<file path="config.mk">
export PLATFORM = sky130hd
export DESIGN_NAME = struck_bar_partial_synth_core
export DESIGN_NICKNAME = d
export VERILOG_FILES = /design/src/hdl/sbps_pkg.sv /design/src/hdl/struck_bar_partial_synth_core.sv /design/src/hdl/sbps_smul.sv /design/src/hdl/sbps_sdiv.sv
export VERILOG_INCLUDE_DIRS = /design/src /design/src/hdl
export SDC_FILE = /design/constraint.sdc
export NUM_CORES = 2
export LEC_CHECK = 0
export ABC_AREA = 0
export ABC_CLOCK_PERIOD_IN_PS = 11900
export BUFFER_PORTS_ARGS = -buffer_cell sky130_fd_sc_hd__buf_2
export CAP_MARGIN = 40
export CORE_ASPECT_RATIO = 1.2
export CORE_UTILIZATION = 54
export CTS_CLUSTER_SIZE = 16
export DETAILED_ROUTE_END_ITERATION = 10
export HOLD_SLACK_MARGIN = 0.03
export PLACE_DENSITY = 0.7
export SKIP_LAST_GASP = 1
export SLEW_MARGIN = 20
export SYNTH_ARGS = -nofsm -noshare
export SYNTH_HDL_FRONTEND = slang
export SYNTH_SLANG_ARGS = --single-unit
</file>
<file path="constraint.sdc">
create_clock -name i_clk -period 11.9 [get_ports i_clk]
set_input_delay 2.38 -clock i_clk [delete_from_list [all_inputs] [get_ports i_clk]]
set_output_delay 2.38 -clock i_clk [all_outputs]
set_load 0.05 [all_outputs]
</file>
<file path="src/hdl/assert_macros.svh">
// assertion helpers shared by the rtl files
`ifndef ASSERT_MACROS_SVH
`define ASSERT_MACROS_SVH

// same-cycle implication
`define ASSERT_IMP(name, clk, rst_n, ante, cons, msg) \
    name: assert property (@(posedge clk) disable iff (!(rst_n)) (ante) |-> (cons)) \
        else $error(msg);

// next-cycle implication
`define ASSERT_NXT(name, clk, rst_n, ante, cons, msg) \
    name: assert property (@(posedge clk) disable iff (!(rst_n)) (ante) |=> (cons)) \
        else $error(msg);

// implication after the delay given by dly
`define ASSERT_DLY(name, clk, rst_n, ante, dly, cons, msg) \
    name: assert property (@(posedge clk) disable iff (!(rst_n)) (ante) |-> ##(dly) (cons)) \
        else $error(msg);

`endif

</file>
<file path="src/hdl/sbps_pkg.sv">
`timescale 1ns / 1ps
`default_nettype none

package sbps_pkg;

    // audio setup
    localparam int SAMPLE_RATE     = 48000;
    localparam int NUM_PARTIALS    = 4;
    localparam int SINE_TABLE_BITS = 10;
    localparam int PART_W          = $clog2(NUM_PARTIALS);

    // field widths
    localparam int PHASE_W  = 32;
    localparam int ENV_W    = 18;
    localparam int IDX_W    = 20;
    localparam int VOL_W    = 16;
    localparam int SAMPLE_W = 16;
    localparam int SINE_W   = 15;

    // configuration port
    localparam int CFG_IDX_W  = 2;
    localparam int CFG_DATA_W = 32;
    localparam logic [CFG_IDX_W-1:0] CFG_BASE_STEP = 2'd0;
    localparam logic [CFG_IDX_W-1:0] CFG_DURATION  = 2'd1;
    localparam logic [CFG_IDX_W-1:0] CFG_VOLUME    = 2'd2;
    localparam logic [VOL_W-1:0]     VOL_RESET     = 16'd16384;

    // envelope start value, 1.0 in q1.17
    localparam logic [ENV_W-1:0] ENV_ONE = 18'h20000;

    // attack ramp: 6 ms, or a tenth of the strike
    localparam int ATT_MAX     = 6 * SAMPLE_RATE / 1000;
    localparam int ATT_W       = $clog2(ATT_MAX + 1);
    localparam int ATT_LIM     = 10 * ATT_MAX;
    localparam int DIV10_MUL   = 52429;
    localparam int DIV10_SHIFT = 19;
    localparam int QUO_W       = 16;
    localparam int GAIN_W      = QUO_W + 1;
    localparam logic [GAIN_W-1:0] ATT_ONE = 17'h10000;
    localparam int DIV_CNT_W   = $clog2(QUO_W + 1);
    localparam int DIV_LAT     = QUO_W + 1;

    // shared bit-serial multiplier
    localparam int MUL_A_W   = 34;
    localparam int MUL_B_W   = 19;
    localparam int MUL_P_W   = MUL_A_W + MUL_B_W;
    localparam int MUL_CNT_W = $clog2(MUL_B_W + 1);
    localparam int MUL_LAT   = MUL_B_W + 1;

    // output scaling
    localparam logic [MUL_B_W-1:0] SCALE_OUT = 19'd32000;
    localparam logic [SAMPLE_W-1:0] V_MAX    = 16'd32768;

    typedef logic [NUM_PARTIALS-1:0][MUL_B_W-1:0] t_coef;
    typedef logic [(1 << (SINE_TABLE_BITS - 2))-1:0][SINE_W-1:0] t_sine_tbl;

    localparam int QBITS   = SINE_TABLE_BITS - 2;
    localparam int QTR_LEN = 1 << QBITS;

    // partial frequency ratios q3.16 and amplitudes q3.16
    localparam t_coef RATIO_Q16  = {19'd355860, 19'd252969, 19'd157942, 19'd65536};
    localparam t_coef AMP_Q16    = {19'd13107, 19'd22938, 19'd36045, 19'd65536};
    localparam t_coef DECAY_RATE = {19'd13, 19'd9, 19'd6, 19'd3};

    // per-sample decay factor q1.17 from a cubic series of exp(-rate/fs)
    function automatic logic [ENV_W-1:0] decay_q17(input logic [63:0] rate);
        logic [63:0] x;
        logic [63:0] x2;
        logic [63:0] x3;
        logic [63:0] e;
        x  = (rate << 40) / SAMPLE_RATE;
        x2 = (x * x) >> 40;
        x3 = (x2 * x) >> 40;
        e  = (64'd1 << 40) - x + x2 / 2 - x3 / 6;
        e  = (e + (64'd1 << 22)) >> 23;
        return e[ENV_W-1:0];
    endfunction

    function automatic t_coef build_decay();
        t_coef tbl;
        for (int i = 0; i < NUM_PARTIALS; i++) begin
            tbl[i] = MUL_B_W'(decay_q17(64'(DECAY_RATE[i])));
        end
        return tbl;
    endfunction

    localparam t_coef DECAY_Q17 = build_decay();

    // quarter-wave sine entry, odd polynomial to x^9 in q30
    function automatic logic [SINE_W-1:0] sine_q(input logic [63:0] a);
        logic [63:0] x;
        logic [63:0] x2;
        logic [63:0] t;
        logic [63:0] s;
        logic [63:0] v;
        x  = (a * 64'd6746518852) >> SINE_TABLE_BITS;
        x2 = (x * x) >> 30;
        t  = (64'd1 << 30) - x2 / 72;
        t  = (64'd1 << 30) - ((x2 * t) >> 30) / 42;
        t  = (64'd1 << 30) - ((x2 * t) >> 30) / 20;
        t  = (64'd1 << 30) - ((x2 * t) >> 30) / 6;
        s  = (x * t) >> 30;
        v  = (s + 64'd16384) >> 15;
        if (v > 64'd32767) begin
            v = 64'd32767;
        end
        return v[SINE_W-1:0];
    endfunction

    function automatic t_sine_tbl build_sine();
        t_sine_tbl tbl;
        for (int i = 0; i < QTR_LEN; i++) begin
            tbl[i] = sine_q(64'(i));
        end
        return tbl;
    endfunction

    localparam t_sine_tbl         SINE_QTR  = build_sine();
    localparam logic [SINE_W-1:0] SINE_PEAK = sine_q(64'(QTR_LEN));

endpackage

`default_nettype wire

</file>
<file path="src/hdl/struck_bar_partial_synth_core.sv">
// Struck-bar tone generator: each accepted input word yields one 16-bit signed sample
// built from four decaying inharmonic partials (sine table lookup, per-partial envelope,
// linear attack ramp, volume, clamp and scale to +-32000). restart=1 begins a strike at
// sample zero; once the strike duration is reached the word comes back with active low
// and a zero sample. The design is built around one shared bit-serial multiplier, which
// handles one multiplier bit per cycle and does 19 products per sample, four per partial
// and three for gain and scaling, plus one more on a restart word. The attack gain comes
// from a bit-serial divider, one quotient bit a cycle, while the attack ramp is running.
// The finished sample sits in an output register, so the next input word is taken while
// it waits. Configuration is written through i_cfg_we / i_cfg_idx / i_cfg_data; the user
// must write it only while the block is idle, which the block itself does not enforce.
`timescale 1ns / 1ps
`default_nettype none
`include "assert_macros.svh"

module struck_bar_partial_synth_core (
    input  logic                                  i_clk,
    input  logic                                  i_rst_n,
    input  logic                                  i_cfg_we,
    input  logic [sbps_pkg::CFG_IDX_W-1:0]        i_cfg_idx,
    input  logic [sbps_pkg::CFG_DATA_W-1:0]       i_cfg_data,
    input  logic                                  i_valid,
    output logic                                  o_ready,
    input  logic                                  i_restart,
    output logic                                  o_valid,
    input  logic                                  i_ready,
    output logic signed [sbps_pkg::SAMPLE_W-1:0]  o_sample,
    output logic                                  o_last,
    output logic                                  o_active
);
    import sbps_pkg::*;

    // sequencer states
    localparam logic [3:0] ST_IDLE     = 4'd0;
    localparam logic [3:0] ST_ATT      = 4'd1;
    localparam logic [3:0] ST_CHECK    = 4'd2;
    localparam logic [3:0] ST_SIN      = 4'd3;
    localparam logic [3:0] ST_MUL_ME   = 4'd4;
    localparam logic [3:0] ST_MUL_AMP  = 4'd5;
    localparam logic [3:0] ST_MUL_STEP = 4'd6;
    localparam logic [3:0] ST_MUL_ENV  = 4'd7;
    localparam logic [3:0] ST_GAIN     = 4'd8;
    localparam logic [3:0] ST_DIV      = 4'd9;
    localparam logic [3:0] ST_MUL_MA   = 4'd10;
    localparam logic [3:0] ST_MUL_MV   = 4'd11;
    localparam logic [3:0] ST_MUL_SC   = 4'd12;
    localparam logic [3:0] ST_FIN      = 4'd13;

    // datapath widths and product bit positions
    localparam int SUM_W     = 18;
    localparam int TERM_W    = 16;
    localparam int TERM_LSB  = 33;
    localparam int STEP_LSB  = 16;
    localparam int ENV_LSB   = 17;
    localparam int VRAW_LSB  = 31;
    localparam int VRAW_W    = 19;
    localparam int RES_LSB   = 15;

    // configuration registers
    logic [PHASE_W-1:0] r_base;
    logic [IDX_W-1:0]   r_duration;
    logic [VOL_W-1:0]   r_volume;

    // control and strike state
    logic [3:0]         r_state, n_state;
    logic [PART_W-1:0]  r_part, n_part;
    logic               r_launch, n_launch;
    logic [IDX_W-1:0]   r_index, n_index;
    logic [ATT_W-1:0]   r_att_len, n_att_len;
    logic [PHASE_W-1:0] r_phase [NUM_PARTIALS];
    logic [PHASE_W-1:0] n_phase [NUM_PARTIALS];
    logic [ENV_W-1:0]   r_env [NUM_PARTIALS];
    logic [ENV_W-1:0]   n_env [NUM_PARTIALS];
    logic               r_out_valid;

    // datapath registers
    logic [SUM_W-1:0]    r_sum, n_sum;
    logic [MUL_A_W-1:0]  r_tmp, n_tmp;
    logic [GAIN_W-1:0]   r_att, n_att;
    logic [SINE_W-1:0]   r_sin_mag, n_sin_mag;
    logic                r_sin_neg, n_sin_neg;
    logic [SAMPLE_W-1:0] r_res_sample, n_res_sample;
    logic                r_res_last, n_res_last;
    logic                r_res_active, n_res_active;
    logic [SAMPLE_W-1:0] r_out_sample;
    logic                r_out_last;
    logic                r_out_active;

    // unit connections
    logic               w_mul_done;
    logic [MUL_P_W-1:0] w_prod;
    logic [MUL_A_W-1:0] w_mul_a;
    logic [MUL_B_W-1:0] w_mul_b;
    logic               w_div_done;
    logic [QUO_W-1:0]   w_quo;

    // derived values
    logic [IDX_W-1:0]           w_dur;
    logic [PHASE_W-1:0]         w_phase_cur;
    logic [SINE_TABLE_BITS-1:0] w_sin_k;
    logic [1:0]                 w_sin_quad;
    logic [QBITS-1:0]           w_sin_r;
    logic [QBITS-1:0]           w_sin_rn;
    logic [SINE_W-1:0]          w_sin_mag;
    logic [TERM_W-1:0]          w_term;
    logic [SUM_W-1:0]           w_mag;
    logic [VRAW_W-1:0]          w_vraw;
    logic [SAMPLE_W-1:0]        w_res;
    logic                       w_out_free;
    logic                       w_is_unit;

    assign w_dur       = (r_duration == '0) ? IDX_W'(1) : r_duration;
    assign w_out_free  = !r_out_valid || i_ready;
    assign o_ready     = (r_state == ST_IDLE);

    // sine lookup, quarter table mirrored by phase quadrant
    assign w_phase_cur = r_phase[r_part];
    assign w_sin_k     = w_phase_cur[PHASE_W-1 -: SINE_TABLE_BITS];
    assign w_sin_quad  = w_sin_k[SINE_TABLE_BITS-1 -: 2];
    assign w_sin_r     = w_sin_k[QBITS-1:0];
    assign w_sin_rn    = QBITS'(0) - w_sin_r;
    assign w_sin_mag   = !w_sin_quad[0] ? SINE_QTR[w_sin_r] :
                         (w_sin_r == '0) ? SINE_PEAK : SINE_QTR[w_sin_rn];

    // product slices
    assign w_term = w_prod[TERM_LSB +: TERM_W];
    assign w_mag  = r_sum[SUM_W-1] ? (SUM_W'(0) - r_sum) : r_sum;
    assign w_vraw = w_prod[VRAW_LSB +: VRAW_W];
    assign w_res  = w_prod[RES_LSB +: SAMPLE_W];

    // multiplier operand select
    always_comb begin
        case (r_state)
            ST_ATT: begin
                w_mul_a = MUL_A_W'(w_dur);
                w_mul_b = MUL_B_W'(DIV10_MUL);
            end
            ST_MUL_ME: begin
                w_mul_a = MUL_A_W'(r_env[r_part]);
                w_mul_b = MUL_B_W'(r_sin_mag);
            end
            ST_MUL_AMP: begin
                w_mul_a = r_tmp;
                w_mul_b = AMP_Q16[r_part];
            end
            ST_MUL_STEP: begin
                w_mul_a = MUL_A_W'(r_base);
                w_mul_b = RATIO_Q16[r_part];
            end
            ST_MUL_ENV: begin
                w_mul_a = MUL_A_W'(r_env[r_part]);
                w_mul_b = DECAY_Q17[r_part];
            end
            ST_MUL_MA: begin
                w_mul_a = MUL_A_W'(w_mag);
                w_mul_b = MUL_B_W'(r_att);
            end
            ST_MUL_MV: begin
                w_mul_a = r_tmp;
                w_mul_b = MUL_B_W'(r_volume);
            end
            ST_MUL_SC: begin
                w_mul_a = r_tmp;
                w_mul_b = SCALE_OUT;
            end
            default: begin
                w_mul_a = '0;
                w_mul_b = '0;
            end
        endcase
    end

    // sequencer
    always_comb begin
        n_state      = r_state;
        n_part       = r_part;
        n_index      = r_index;
        n_att_len    = r_att_len;
        n_phase      = r_phase;
        n_env        = r_env;
        n_sum        = r_sum;
        n_tmp        = r_tmp;
        n_att        = r_att;
        n_sin_mag    = r_sin_mag;
        n_sin_neg    = r_sin_neg;
        n_res_sample = r_res_sample;
        n_res_last   = r_res_last;
        n_res_active = r_res_active;
        case (r_state)
            ST_IDLE: begin
                if (i_valid) begin
                    n_state = i_restart ? ST_ATT : ST_CHECK;
                end
            end
            // restart: attack length = min(6 ms, duration / 10), fresh partials
            ST_ATT: begin
                if (w_mul_done) begin
                    n_att_len = (w_dur >= IDX_W'(ATT_LIM)) ? ATT_W'(ATT_MAX) :
                                w_prod[DIV10_SHIFT +: ATT_W];
                    n_index   = '0;
                    for (int p = 0; p < NUM_PARTIALS; p++) begin
                        n_phase[p] = '0;
                        n_env[p]   = ENV_ONE;
                    end
                    n_state = ST_CHECK;
                end
            end
            ST_CHECK: begin
                n_sum  = '0;
                n_part = '0;
                if (r_index >= w_dur) begin
                    n_res_sample = '0;
                    n_res_last   = 1'b0;
                    n_res_active = 1'b0;
                    n_state      = ST_FIN;
                end else begin
                    n_state = ST_SIN;
                end
            end
            ST_SIN: begin
                n_sin_mag = w_sin_mag;
                n_sin_neg = w_sin_quad[1];
                n_state   = ST_MUL_ME;
            end
            ST_MUL_ME: begin
                if (w_mul_done) begin
                    n_tmp   = w_prod[MUL_A_W-1:0];
                    n_state = ST_MUL_AMP;
                end
            end
            ST_MUL_AMP: begin
                if (w_mul_done) begin
                    n_sum   = r_sin_neg ? (r_sum - SUM_W'(w_term)) : (r_sum + SUM_W'(w_term));
                    n_state = ST_MUL_STEP;
                end
            end
            ST_MUL_STEP: begin
                if (w_mul_done) begin
                    n_phase[r_part] = r_phase[r_part] + w_prod[STEP_LSB +: PHASE_W];
                    n_state         = ST_MUL_ENV;
                end
            end
            ST_MUL_ENV: begin
                if (w_mul_done) begin
                    n_env[r_part] = w_prod[ENV_LSB +: ENV_W];
                    if (r_part == PART_W'(NUM_PARTIALS - 1)) begin
                        n_state = ST_GAIN;
                    end else begin
                        n_part  = r_part + PART_W'(1);
                        n_state = ST_SIN;
                    end
                end
            end
            // full gain outside the attack ramp
            ST_GAIN: begin
                if ((r_att_len == '0) || (r_index >= IDX_W'(r_att_len))) begin
                    n_att   = ATT_ONE;
                    n_state = ST_MUL_MA;
                end else begin
                    n_state = ST_DIV;
                end
            end
            ST_DIV: begin
                if (w_div_done) begin
                    n_att   = GAIN_W'(w_quo);
                    n_state = ST_MUL_MA;
                end
            end
            ST_MUL_MA: begin
                if (w_mul_done) begin
                    n_tmp   = w_prod[MUL_A_W-1:0];
                    n_state = ST_MUL_MV;
                end
            end
            // clamp to full scale
            ST_MUL_MV: begin
                if (w_mul_done) begin
                    n_tmp   = (w_vraw > VRAW_W'(V_MAX)) ? MUL_A_W'(V_MAX) : MUL_A_W'(w_vraw);
                    n_state = ST_MUL_SC;
                end
            end
            ST_MUL_SC: begin
                if (w_mul_done) begin
                    n_res_sample = r_sum[SUM_W-1] ? (SAMPLE_W'(0) - w_res) : w_res;
                    n_res_last   = (r_index == (w_dur - IDX_W'(1)));
                    n_res_active = 1'b1;
                    n_index      = r_index + IDX_W'(1);
                    n_state      = ST_FIN;
                end
            end
            ST_FIN: begin
                if (w_out_free) begin
                    n_state = ST_IDLE;
                end
            end
            default: begin
                n_state = ST_IDLE;
            end
        endcase
    end

    // pulse a start on entry into a multiply or divide state
    assign w_is_unit = (n_state == ST_ATT) || (n_state == ST_MUL_ME) ||
                       (n_state == ST_MUL_AMP) || (n_state == ST_MUL_STEP) ||
                       (n_state == ST_MUL_ENV) || (n_state == ST_DIV) ||
                       (n_state == ST_MUL_MA) || (n_state == ST_MUL_MV) ||
                       (n_state == ST_MUL_SC);
    assign n_launch  = (n_state != r_state) && w_is_unit;

    // control and strike state registers
    always_ff @(posedge i_clk) begin
        if (!i_rst_n) begin
            r_state    <= ST_IDLE;
            r_part     <= '0;
            r_launch   <= 1'b0;
            r_index    <= '1;
            r_att_len  <= '0;
            r_base     <= '0;
            r_duration <= IDX_W'(1);
            r_volume   <= VOL_RESET;
            for (int p = 0; p < NUM_PARTIALS; p++) begin
                r_phase[p] <= '0;
                r_env[p]   <= '0;
            end
        end else begin
            r_state   <= n_state;
            r_part    <= n_part;
            r_launch  <= n_launch;
            r_index   <= n_index;
            r_att_len <= n_att_len;
            r_phase   <= n_phase;
            r_env     <= n_env;
            if (i_cfg_we) begin
                case (i_cfg_idx)
                    CFG_BASE_STEP: r_base     <= i_cfg_data[PHASE_W-1:0];
                    CFG_DURATION:  r_duration <= i_cfg_data[IDX_W-1:0];
                    CFG_VOLUME:    r_volume   <= i_cfg_data[VOL_W-1:0];
                    default: begin
                    end
                endcase
            end
        end
    end

    // datapath registers
    always_ff @(posedge i_clk) begin
        r_sum        <= n_sum;
        r_tmp        <= n_tmp;
        r_att        <= n_att;
        r_sin_mag    <= n_sin_mag;
        r_sin_neg    <= n_sin_neg;
        r_res_sample <= n_res_sample;
        r_res_last   <= n_res_last;
        r_res_active <= n_res_active;
    end

    // output register
    always_ff @(posedge i_clk) begin
        if (!i_rst_n) begin
            r_out_valid <= 1'b0;
        end else if ((r_state == ST_FIN) && w_out_free) begin
            r_out_valid <= 1'b1;
        end else if (i_ready) begin
            r_out_valid <= 1'b0;
        end
    end

    always_ff @(posedge i_clk) begin
        if ((r_state == ST_FIN) && w_out_free) begin
            r_out_sample <= r_res_sample;
            r_out_last   <= r_res_last;
            r_out_active <= r_res_active;
        end
    end

    assign o_valid  = r_out_valid;
    assign o_sample = r_out_sample;
    assign o_last   = r_out_last;
    assign o_active = r_out_active;

    // shared units
    sbps_smul u_smul (
        .i_clk   (i_clk),
        .i_rst_n (i_rst_n),
        .i_start (r_launch && (r_state != ST_DIV)),
        .i_a     (w_mul_a),
        .i_b     (w_mul_b),
        .o_done  (w_mul_done),
        .o_prod  (w_prod)
    );

    sbps_sdiv u_sdiv (
        .i_clk   (i_clk),
        .i_rst_n (i_rst_n),
        .i_start (r_launch && (r_state == ST_DIV)),
        .i_num   (r_index[ATT_W-1:0]),
        .i_den   (r_att_len),
        .o_done  (w_div_done),
        .o_quo   (w_quo)
    );

    `ASSERT_IMP(a_inactive_zero, i_clk, i_rst_n, o_valid && !o_active, (o_sample == '0) && !o_last, "inactive word with data")
    `ASSERT_IMP(a_mul_done_state, i_clk, i_rst_n, w_mul_done, (r_state == ST_ATT) || (r_state == ST_MUL_ME) || (r_state == ST_MUL_AMP) || (r_state == ST_MUL_STEP) || (r_state == ST_MUL_ENV) || (r_state == ST_MUL_MA) || (r_state == ST_MUL_MV) || (r_state == ST_MUL_SC), "product outside a multiply state")
    `ASSERT_NXT(a_fin_load, i_clk, i_rst_n, (r_state == ST_FIN) && w_out_free, o_valid && (r_state == ST_IDLE), "result not loaded")

endmodule

`default_nettype wire

</file>
<file path="src/hdl/sbps_smul.sv">
`timescale 1ns / 1ps
`default_nettype none
`include "assert_macros.svh"

module sbps_smul (
    input  logic                         i_clk,
    input  logic                         i_rst_n,
    input  logic                         i_start,
    input  logic [sbps_pkg::MUL_A_W-1:0] i_a,
    input  logic [sbps_pkg::MUL_B_W-1:0] i_b,
    output logic                         o_done,
    output logic [sbps_pkg::MUL_P_W-1:0] o_prod
);
    import sbps_pkg::*;

    logic                 r_busy;
    logic                 r_done;
    logic [MUL_CNT_W-1:0] r_cnt;
    logic [MUL_A_W-1:0]   r_a;
    logic [MUL_P_W-1:0]   r_p;
    logic [MUL_A_W:0]     w_add;

    // add the multiplicand on the low multiplier bit, then shift right
    assign w_add = {1'b0, r_p[MUL_P_W-1:MUL_B_W]} + (r_p[0] ? {1'b0, r_a} : '0);

    // control
    always_ff @(posedge i_clk) begin
        if (!i_rst_n) begin
            r_busy <= 1'b0;
            r_done <= 1'b0;
            r_cnt  <= '0;
        end else begin
            r_done <= r_busy && (r_cnt == MUL_CNT_W'(1));
            if (i_start) begin
                r_busy <= 1'b1;
                r_cnt  <= MUL_CNT_W'(MUL_B_W);
            end else if (r_busy) begin
                r_cnt <= r_cnt - MUL_CNT_W'(1);
                if (r_cnt == MUL_CNT_W'(1)) begin
                    r_busy <= 1'b0;
                end
            end
        end
    end

    // operand and product shift register
    always_ff @(posedge i_clk) begin
        if (i_start) begin
            r_a <= i_a;
            r_p <= {{MUL_A_W{1'b0}}, i_b};
        end else if (r_busy) begin
            r_p <= {w_add, r_p[MUL_B_W-1:1]};
        end
    end

    assign o_done = r_done;
    assign o_prod = r_p;

    `ASSERT_DLY(a_mul_latency, i_clk, i_rst_n, i_start, MUL_LAT, o_done, "product late")
    `ASSERT_IMP(a_mul_no_restart, i_clk, i_rst_n, i_start, !r_busy, "start while busy")
    `ASSERT_IMP(a_mul_done_idle, i_clk, i_rst_n, o_done, !r_busy, "done while busy")

endmodule

`default_nettype wire

</file>
<file path="src/hdl/sbps_sdiv.sv">
`timescale 1ns / 1ps
`default_nettype none
`include "assert_macros.svh"

module sbps_sdiv (
    input  logic                       i_clk,
    input  logic                       i_rst_n,
    input  logic                       i_start,
    input  logic [sbps_pkg::ATT_W-1:0] i_num,
    input  logic [sbps_pkg::ATT_W-1:0] i_den,
    output logic                       o_done,
    output logic [sbps_pkg::QUO_W-1:0] o_quo
);
    import sbps_pkg::*;

    logic                 r_busy;
    logic                 r_done;
    logic [DIV_CNT_W-1:0] r_cnt;
    logic [ATT_W-1:0]     r_rem;
    logic [ATT_W-1:0]     r_den;
    logic [QUO_W-1:0]     r_quo;
    logic [ATT_W:0]       w_shift;
    logic [ATT_W:0]       w_diff;
    logic                 w_ge;

    // one quotient bit per cycle, numerator below divisor so only fraction bits remain
    assign w_shift = {r_rem, 1'b0};
    assign w_ge    = w_shift >= {1'b0, r_den};
    assign w_diff  = w_shift - {1'b0, r_den};

    // control
    always_ff @(posedge i_clk) begin
        if (!i_rst_n) begin
            r_busy <= 1'b0;
            r_done <= 1'b0;
            r_cnt  <= '0;
        end else begin
            r_done <= r_busy && (r_cnt == DIV_CNT_W'(1));
            if (i_start) begin
                r_busy <= 1'b1;
                r_cnt  <= DIV_CNT_W'(QUO_W);
            end else if (r_busy) begin
                r_cnt <= r_cnt - DIV_CNT_W'(1);
                if (r_cnt == DIV_CNT_W'(1)) begin
                    r_busy <= 1'b0;
                end
            end
        end
    end

    // remainder and quotient shift registers
    always_ff @(posedge i_clk) begin
        if (i_start) begin
            r_rem <= i_num;
            r_den <= i_den;
        end else if (r_busy) begin
            r_rem <= w_ge ? w_diff[ATT_W-1:0] : w_shift[ATT_W-1:0];
            r_quo <= {r_quo[QUO_W-2:0], w_ge};
        end
    end

    assign o_done = r_done;
    assign o_quo  = r_quo;

    `ASSERT_DLY(a_div_latency, i_clk, i_rst_n, i_start, DIV_LAT, o_done, "quotient late")
    `ASSERT_IMP(a_div_rem_bound, i_clk, i_rst_n, r_busy, r_rem < r_den, "remainder overflow")
    `ASSERT_IMP(a_div_no_restart, i_clk, i_rst_n, i_start, !r_busy, "start while busy")

endmodule

`default_nettype wire

</file>
## Yosys cells after proc, flatten, opt, wreduce, memory -nomap -nowiden

Memory sizes are Yosys's and may differ from the RTL's.
Index checks and enable logic that the tools add are counted.

- Memories: 2
- Latch bits: 0
- Logic and storage cells: 255
- Memory bits (writable): 0
- Flip-flop bits (word level): 561
- Input bits: 40
- Memory bits (read-only): 7,680

- Divide/modulo/power cells: 0
- Eq/ne operators: 41
- Reduce and logical (&&, ||, !) cells: 52
- Add/subtract/negate cells: 13
- Multiply operators: 0
- Shifts and indexed selects: 0
- Bitwise gates (word level): 3
- Magnitude comparators: 10
- Mux-type cells: 92

Memories:

| name | depth | width | read ports | clocked after Yosys merged registers in | wr ports | RTL line | text |
|---|---|---|---|---|---|---|---|
| (name not given) | 256 | 15 | 1 | 0 | 0 | struck_bar_partial_synth_core.sv:123 | `(w_sin_r == '0) ? SINE_PEAK : SINE_QTR[w_sin_rn];` |
| (name not given) | 256 | 15 | 1 | 0 | 0 | struck_bar_partial_synth_core.sv:122 | `assign w_sin_mag = !w_sin_quad[0] ? SINE_QTR[w_sin_r] :` |

Operators by type and width:

| kind | count |
|---|---|
| 2-to-1 mux 128 bit | 2 |
| case mux 128 bit (2 select lines) | 1 |
| case mux 34 bit (5 select lines) | 1 |
| case mux 19 bit (8 select lines) | 1 |
| 2-to-1 mux 72 bit | 2 |
| case mux 72 bit (2 select lines) | 1 |
| bitwise mux 128 bit | 1 |
| binary-select mux 19 bit (select 2 bit) | 3 |
| 2-to-1 mux 19 bit | 6 |
| 2-to-1 mux 18 bit | 6 |
| 2-to-1 mux 34 bit | 3 |
| 2-to-1 mux 32 bit | 3 |
| bitwise mux 72 bit | 1 |
| case mux 34 bit (2 select lines) | 1 |
| binary-select mux 32 bit (select 2 bit) | 1 |
| demux 32 bit (select 2 bit) | 1 |
| 2-to-1 mux 15 bit | 4 |
| 2-to-1 mux 20 bit | 3 |
| case mux 4 bit (14 select lines) | 1 |
| 2-to-1 mux 4 bit | 13 |
| 2-to-1 mux 16 bit | 3 |
| equality test 4 bit (second input constant) | 10 |
| case mux 20 bit (2 select lines) | 1 |
| binary-select mux 18 bit (select 2 bit) | 1 |
| other kinds (58) | 141 |

## Depth between registers and ports, before layout

- Word-level depth: 15
- Depth in mapped cells: 23

## Modules after synthesis

From an unflattened synthesis, not the netlist that was laid out.

- Cells, all modules: 4,619
- Area total of the unflattened synthesis: 38,394.3 um2

By module, submodules not included:

| module | times used | cells an instance | area each (um2) |
|---|---|---|---|
| struck_bar_partial_synth_core | 1 | 3,915 | 30,925.9 |
| sbps_smul | 1 | 530 | 5,371.4 |
| sbps_sdiv | 1 | 174 | 2,097.0 |

## Worst setup path before layout

OpenSTA, ideal clock, no wires.

- Kind: reg2reg
- Start: register r_part[0]
- End: register r_sin_mag[5] (data pin)
- Path slack: 6.376 ns
- Stages on the path, launching flop included: 22
- Data arrival time: 5.378 ns
- Clock period less this slack: 5.524 ns
- Path buffers: 8
- Data required time: 11.754 ns
- Path through: dfxtp_1 -> buf_6 -> mux2i_1 -> mux2_4 -> clkbuf_1 -> buf_1 -> ha_1 -> clkbuf_1 -> inv_1 -> ha_1 -> clkbuf_1 -> inv_1 -> clkbuf_1 -> clkbuf_1 -> clkbuf_1 -> ha_1 -> nor2_1 -> a211oi_1 -> a311oi_1 -> a2111oi_0 -> nor4_1 -> a21oi_1

- Word-level cells in the longest chain between the ends: 9
- Elaborated cells between the ends (all ways): 12
- Classes of those cells: add/sub (1); mux (7); bitwise (1); reduce/logical (1); memory (2)

Ends and longest elaborated chain:

| element | RTL line | text |
|---|---|---|
| start: declaration | struck_bar_partial_synth_core.sv:66 | `logic [PART_W-1:0] r_part, n_part;` |
| start signal: assignment | struck_bar_partial_synth_core.sv:327 | `r_part <= n_part;` |
| inverter 2 -> 3 bit (implied by the code) * | struck_bar_partial_synth_core.sv:117 | `assign w_phase_cur = r_phase[r_part];` |
| binary-select mux 32 bit (select 2 bit) * | struck_bar_partial_synth_core.sv:117 |  |
| 2-to-1 mux 32 bit (implied by the code) * (2 in a row) | struck_bar_partial_synth_core.sv:117 |  |
| subtractor 1 x 8 -> 8 bit | struck_bar_partial_synth_core.sv:121 | `assign w_sin_rn = QBITS'(0) - w_sin_r;` |
| memory read (256 x 15 bit) | n/a |  |
| 2-to-1 mux 15 bit (implied by the code) | struck_bar_partial_synth_core.sv:123 |  |
| 2-to-1 mux 15 bit | struck_bar_partial_synth_core.sv:123 |  |
| 2-to-1 mux 15 bit * | struck_bar_partial_synth_core.sv:122 |  |
| named net w_sin_mag[5] | struck_bar_partial_synth_core.sv:104 | `logic [SINE_W-1:0] w_sin_mag;` |
| end signal: assignment | struck_bar_partial_synth_core.sv:350 | `r_sin_mag <= n_sin_mag;` |
| end: declaration | struck_bar_partial_synth_core.sv:80 | `logic [SINE_W-1:0] r_sin_mag, n_sin_mag;` |

The timed path passes the listed nets; every way through them passes the cells marked *. The select of a mux whose other input is x is not followed.
A chain may end at the register's enable or synchronous reset.

## Worst setup path in the final report

- Start: register r_part[0]
- End: register r_sin_mag[10] (data pin)

Same word-level chain as after synthesis.

==> impl_metrics.yaml <==
outcome:
  outcome: "complete, no violations"
timing:
  rsz0062_at_grt: "false"
  finClkSkew_ns: 0.02374
  finalSetupViolCount: 0
  fin_ws_ns: 5.731
  fin_tns_setup_ns: 0
  final_max_slew_viol_count: 0
  slew_headroom_pct: 36.28
  max_freq_ghz: 0.1621
  timing.hold.ws_ns: 0.4197
  final_hold_viol_count: 0
  tightest_slew_ns: 0.9523
  fin_crit_ns: 6.169
  fin_crit_sh_pct: 51.84
finish:
  finalNonFillerCells: 5313
  final_nets: 4560
  num_antenna_cells: 0
  fin_util_pct: 58.51
  syn_to_final_growth_pct: 7.264
  fin_area_sq_um: 40740
  layout-drive-gt1-share_pct: 8.646
clocking:
  cts.clk_slew.worst_paths_ns: 0.07
  clk_path_buf_depth: 3
  hold_buffers: 0
  htree_levels: 2
  cts_root_buf: "clkbuf_16"
  post_cts_resized: 0
  post_cts_buffers: 0
  clock-sinks: 561
  cts_tree: "built"
  clock_latency_ns: 0.62
  cts_buffers: 56
placement:
  place_ws_ns: 5.873
  placedCellCount: 5202
  io_buffers: 59
  detailed_place.area_sq_um: 38720
  dp.final_hpwl_um: 96150
  routabilityCongestion: 1.005
yosys:
  ys_types: 102
  synth.cell_area_sq_um: 37980
  syn-num-nets: 4712
  synth_warnings: 0
  synth_area_leader_cell: "dfxtp_1"
  synth.avg_cell_area_sq_um: 8.438
  synth-seq-cells: 561
  syn_inst: 4501
  async_flop_share_pct: 0
  synth-seq-area-share_pct: 35.05
  synth_top_area_share_pct: 18.61
  synth_edf_count: 208
  yosys-top-cells-area: "dfxtp_1 (19%), edfxtp_1 (16%), ha_1 (5.5%), nand2_1 (4.8%), nor2_1 (3.8%)"
  synth_top_flop_cell: "dfxtp_1"
routing:
  drt_pre_antenna_iters: 7
  drt-initial-drc-count: 4928
  drt_wl_total_um: 141900
  drt-wirelength-per-cell_um: 26.71
  postRouteAntennaNets: 0
  drcViolationCount: 0
  via_per_inst: 6.866
  vias: 36480
floorplan:
  fp.dieH_um: 292.5
  start_util_pct: 54.55
  die_w_um: 244.1
  fp-row-count: 106
  dieArea_sq_um: 71400
  core-area_sq_um: 69630
  boundaryPins: 60
setup_path:
  slowest_stage: "xor2_4"
  critPathKind: "reg2reg"
  ff2ff_path_depth: 14
  cp.depth: 14
  cpLargestDelayFamily: "buffers and inverters"
  critPathMaxStageDelay_ns: 0.71
  crit_start: "r_part[0]$_SDFFE_PN0P_"
  reg2reg_slack_ns: 5.73
  endpoint: "r_sin_mag[10]$_DFFE_PP_"
  cp_max_fo: 67
  rr_endpoint: "r_sin_mag[10]$_DFFE_PP_"
  crit_arrival_ns: 6.48
  r2r_start: "r_part[0]$_SDFFE_PN0P_"
  path_buf_inv: 4
  worstPathRequired_ns: 12.21
  cp_cell_sequence: "buf_4 > mux2i_1 > mux2_4 > clkinv_4 > xor2_4 > buf_4 > nor2_1 > a21oi_1 > o21ai_1 > a211oi_1 > a2111oi_0 > a2111oi_0 > buf_1 > a221oi_1"
  end_kind: "register"
  crit_path_start_kind: "register"
pwr:
  power_density_nw_per_um2: 153.7
  finalPower_mw: 6.260
  p_leak_nw: 14.58
  irDropWorstVdd_uv: 150.5
global_route:
  antenna_found_initial: 1
  grtUsageTotal_pct: 38.49
  grt_max_degree: 85
  grt_pass1_vias: 33980
  grt_pass1_wl_um: 211500
  grt_overflow: 0
job:
  maxCapViolCount: 0
hold_path:
  hp-class: "reg2reg"
[flip-flops by register name, summed over array words and instances (netlist names), 17 cells and up]
| name | cells |
|---|---|
| u_smul.r_a | 34 |
| r_base | 32 |
| r_index | 20 |
| r_duration | 20 |
| u_smul.o_prod | 53 |
| r_tmp | 34 |
| r_sum | 18 |
| r_att | 17 |
| r_env | 72 |
| r_phase | 128 |
[layout by cell type (no fill, tap or decap), types with 75 or more instances in the layout]
cell type	n
nand2_1	483
nor2_1	382
dfxtp_1	350
o21ai_0	284
a21oi_1	283
edfxtp_1	208
nor2b_1	192
a22oi_1	189
ha_1	165
nand3_1	137
xnor2_1	96
inv_1	95
nor3_1	93
and2_1	91
buf_4	83
a21boi_0	82
o211ai_1	75
[cells by family after synthesis]
group           share of synthesized area, %
compound gates                         26.01
simple gates                           19.57
mux                                    4.088
fa+ha+maj                              5.732
flops                                  35.05
buf+inv                                5.330
xor+xnor                               4.220
[worst register-to-register path: stages (launching register included)]
cell and delay [ns]:
dfxtp_4 0.67, buf_4 0.71, mux2i_1 0.29, mux2_4 0.65
clkinv_4 0.71, xor2_4 0.74, buf_4 0.54, nor2_1 0.23
a21oi_1 0.18, o21ai_1 0.08, a211oi_1 0.20, a2111oi_0 0.10
a2111oi_0 0.48, buf_1 0.23, a221oi_1 0.07
[synthesized netlist by cell type (all sizes together) (75+ instances only)]
master    n
nand2   488
nor2    391
dfxtp   353
o21ai   292
a21oi   284
clkbuf  259
edfxtp  208
nor2b   192
a22oi   189
ha      166
nand3   139
buf     113
inv     104
xnor2   104
nor3     96
and2     91
a21boi   83
o211ai   75
[power breakdown]
part	internal, mW	switching (mW)	leakage [nW]
clock network	1.10	0.785	0.950
logic	0.736	1.19	8.86
registers	2.21	0.241	4.77
[layout make-up]
class | instances | area (sq um)
clock buffers | 74 | 1602
repair buffers | 162 | 1191
multi-input cells | 3462 | 22730
fillers | 6220 | 28890
inverters | 106 | 410.4
flip-flops and latches | 561 | 13320
clock inverters | 30 | 340.3
well taps | 918 | 1149
[metal layers]
| layer | global-route usage [%] | vias up | wire, um |
|---|---|---|---|
| met5 | 0 | - | 13 |
| met4 | 26.31 | 2 | 11100 |
| met3 | 6.001 | 601 | 13520 |
| met2 | 60.69 | 2218 | 63340 |
| met1 | 48.44 | 17350 | 53950 |
| li1 | - | 16310 | - |
[how the worst min path moves through the flow]
stage | start | to | slack (ns) | cells past startpoint
after floorplan | r_res_active$_DFFE_PP_ | o_active$_DFFE_PP_ | 0.40 | 0
after global placement | r_res_last$_SDFFCE_PN0P_ | o_last$_DFFE_PP_ | 0.40 | 0
after detailed placement | r_res_sample[12]$_SDFFCE_PN0P_ | o_sample[12]$_DFFE_PP_ | 0.40 | 0
after CTS | r_res_sample[12]$_SDFFCE_PN0P_ | o_sample[12]$_DFFE_PP_ | 0.42 | 0
after global routing | r_res_sample[12]$_SDFFCE_PN0P_ | o_sample[12]$_DFFE_PP_ | 0.43 | 0
final | r_res_sample[12]$_SDFFCE_PN0P_ | o_sample[12]$_DFFE_PP_ | 0.42 | 0
No activity file was read; power rests on OpenSTA's default activity.
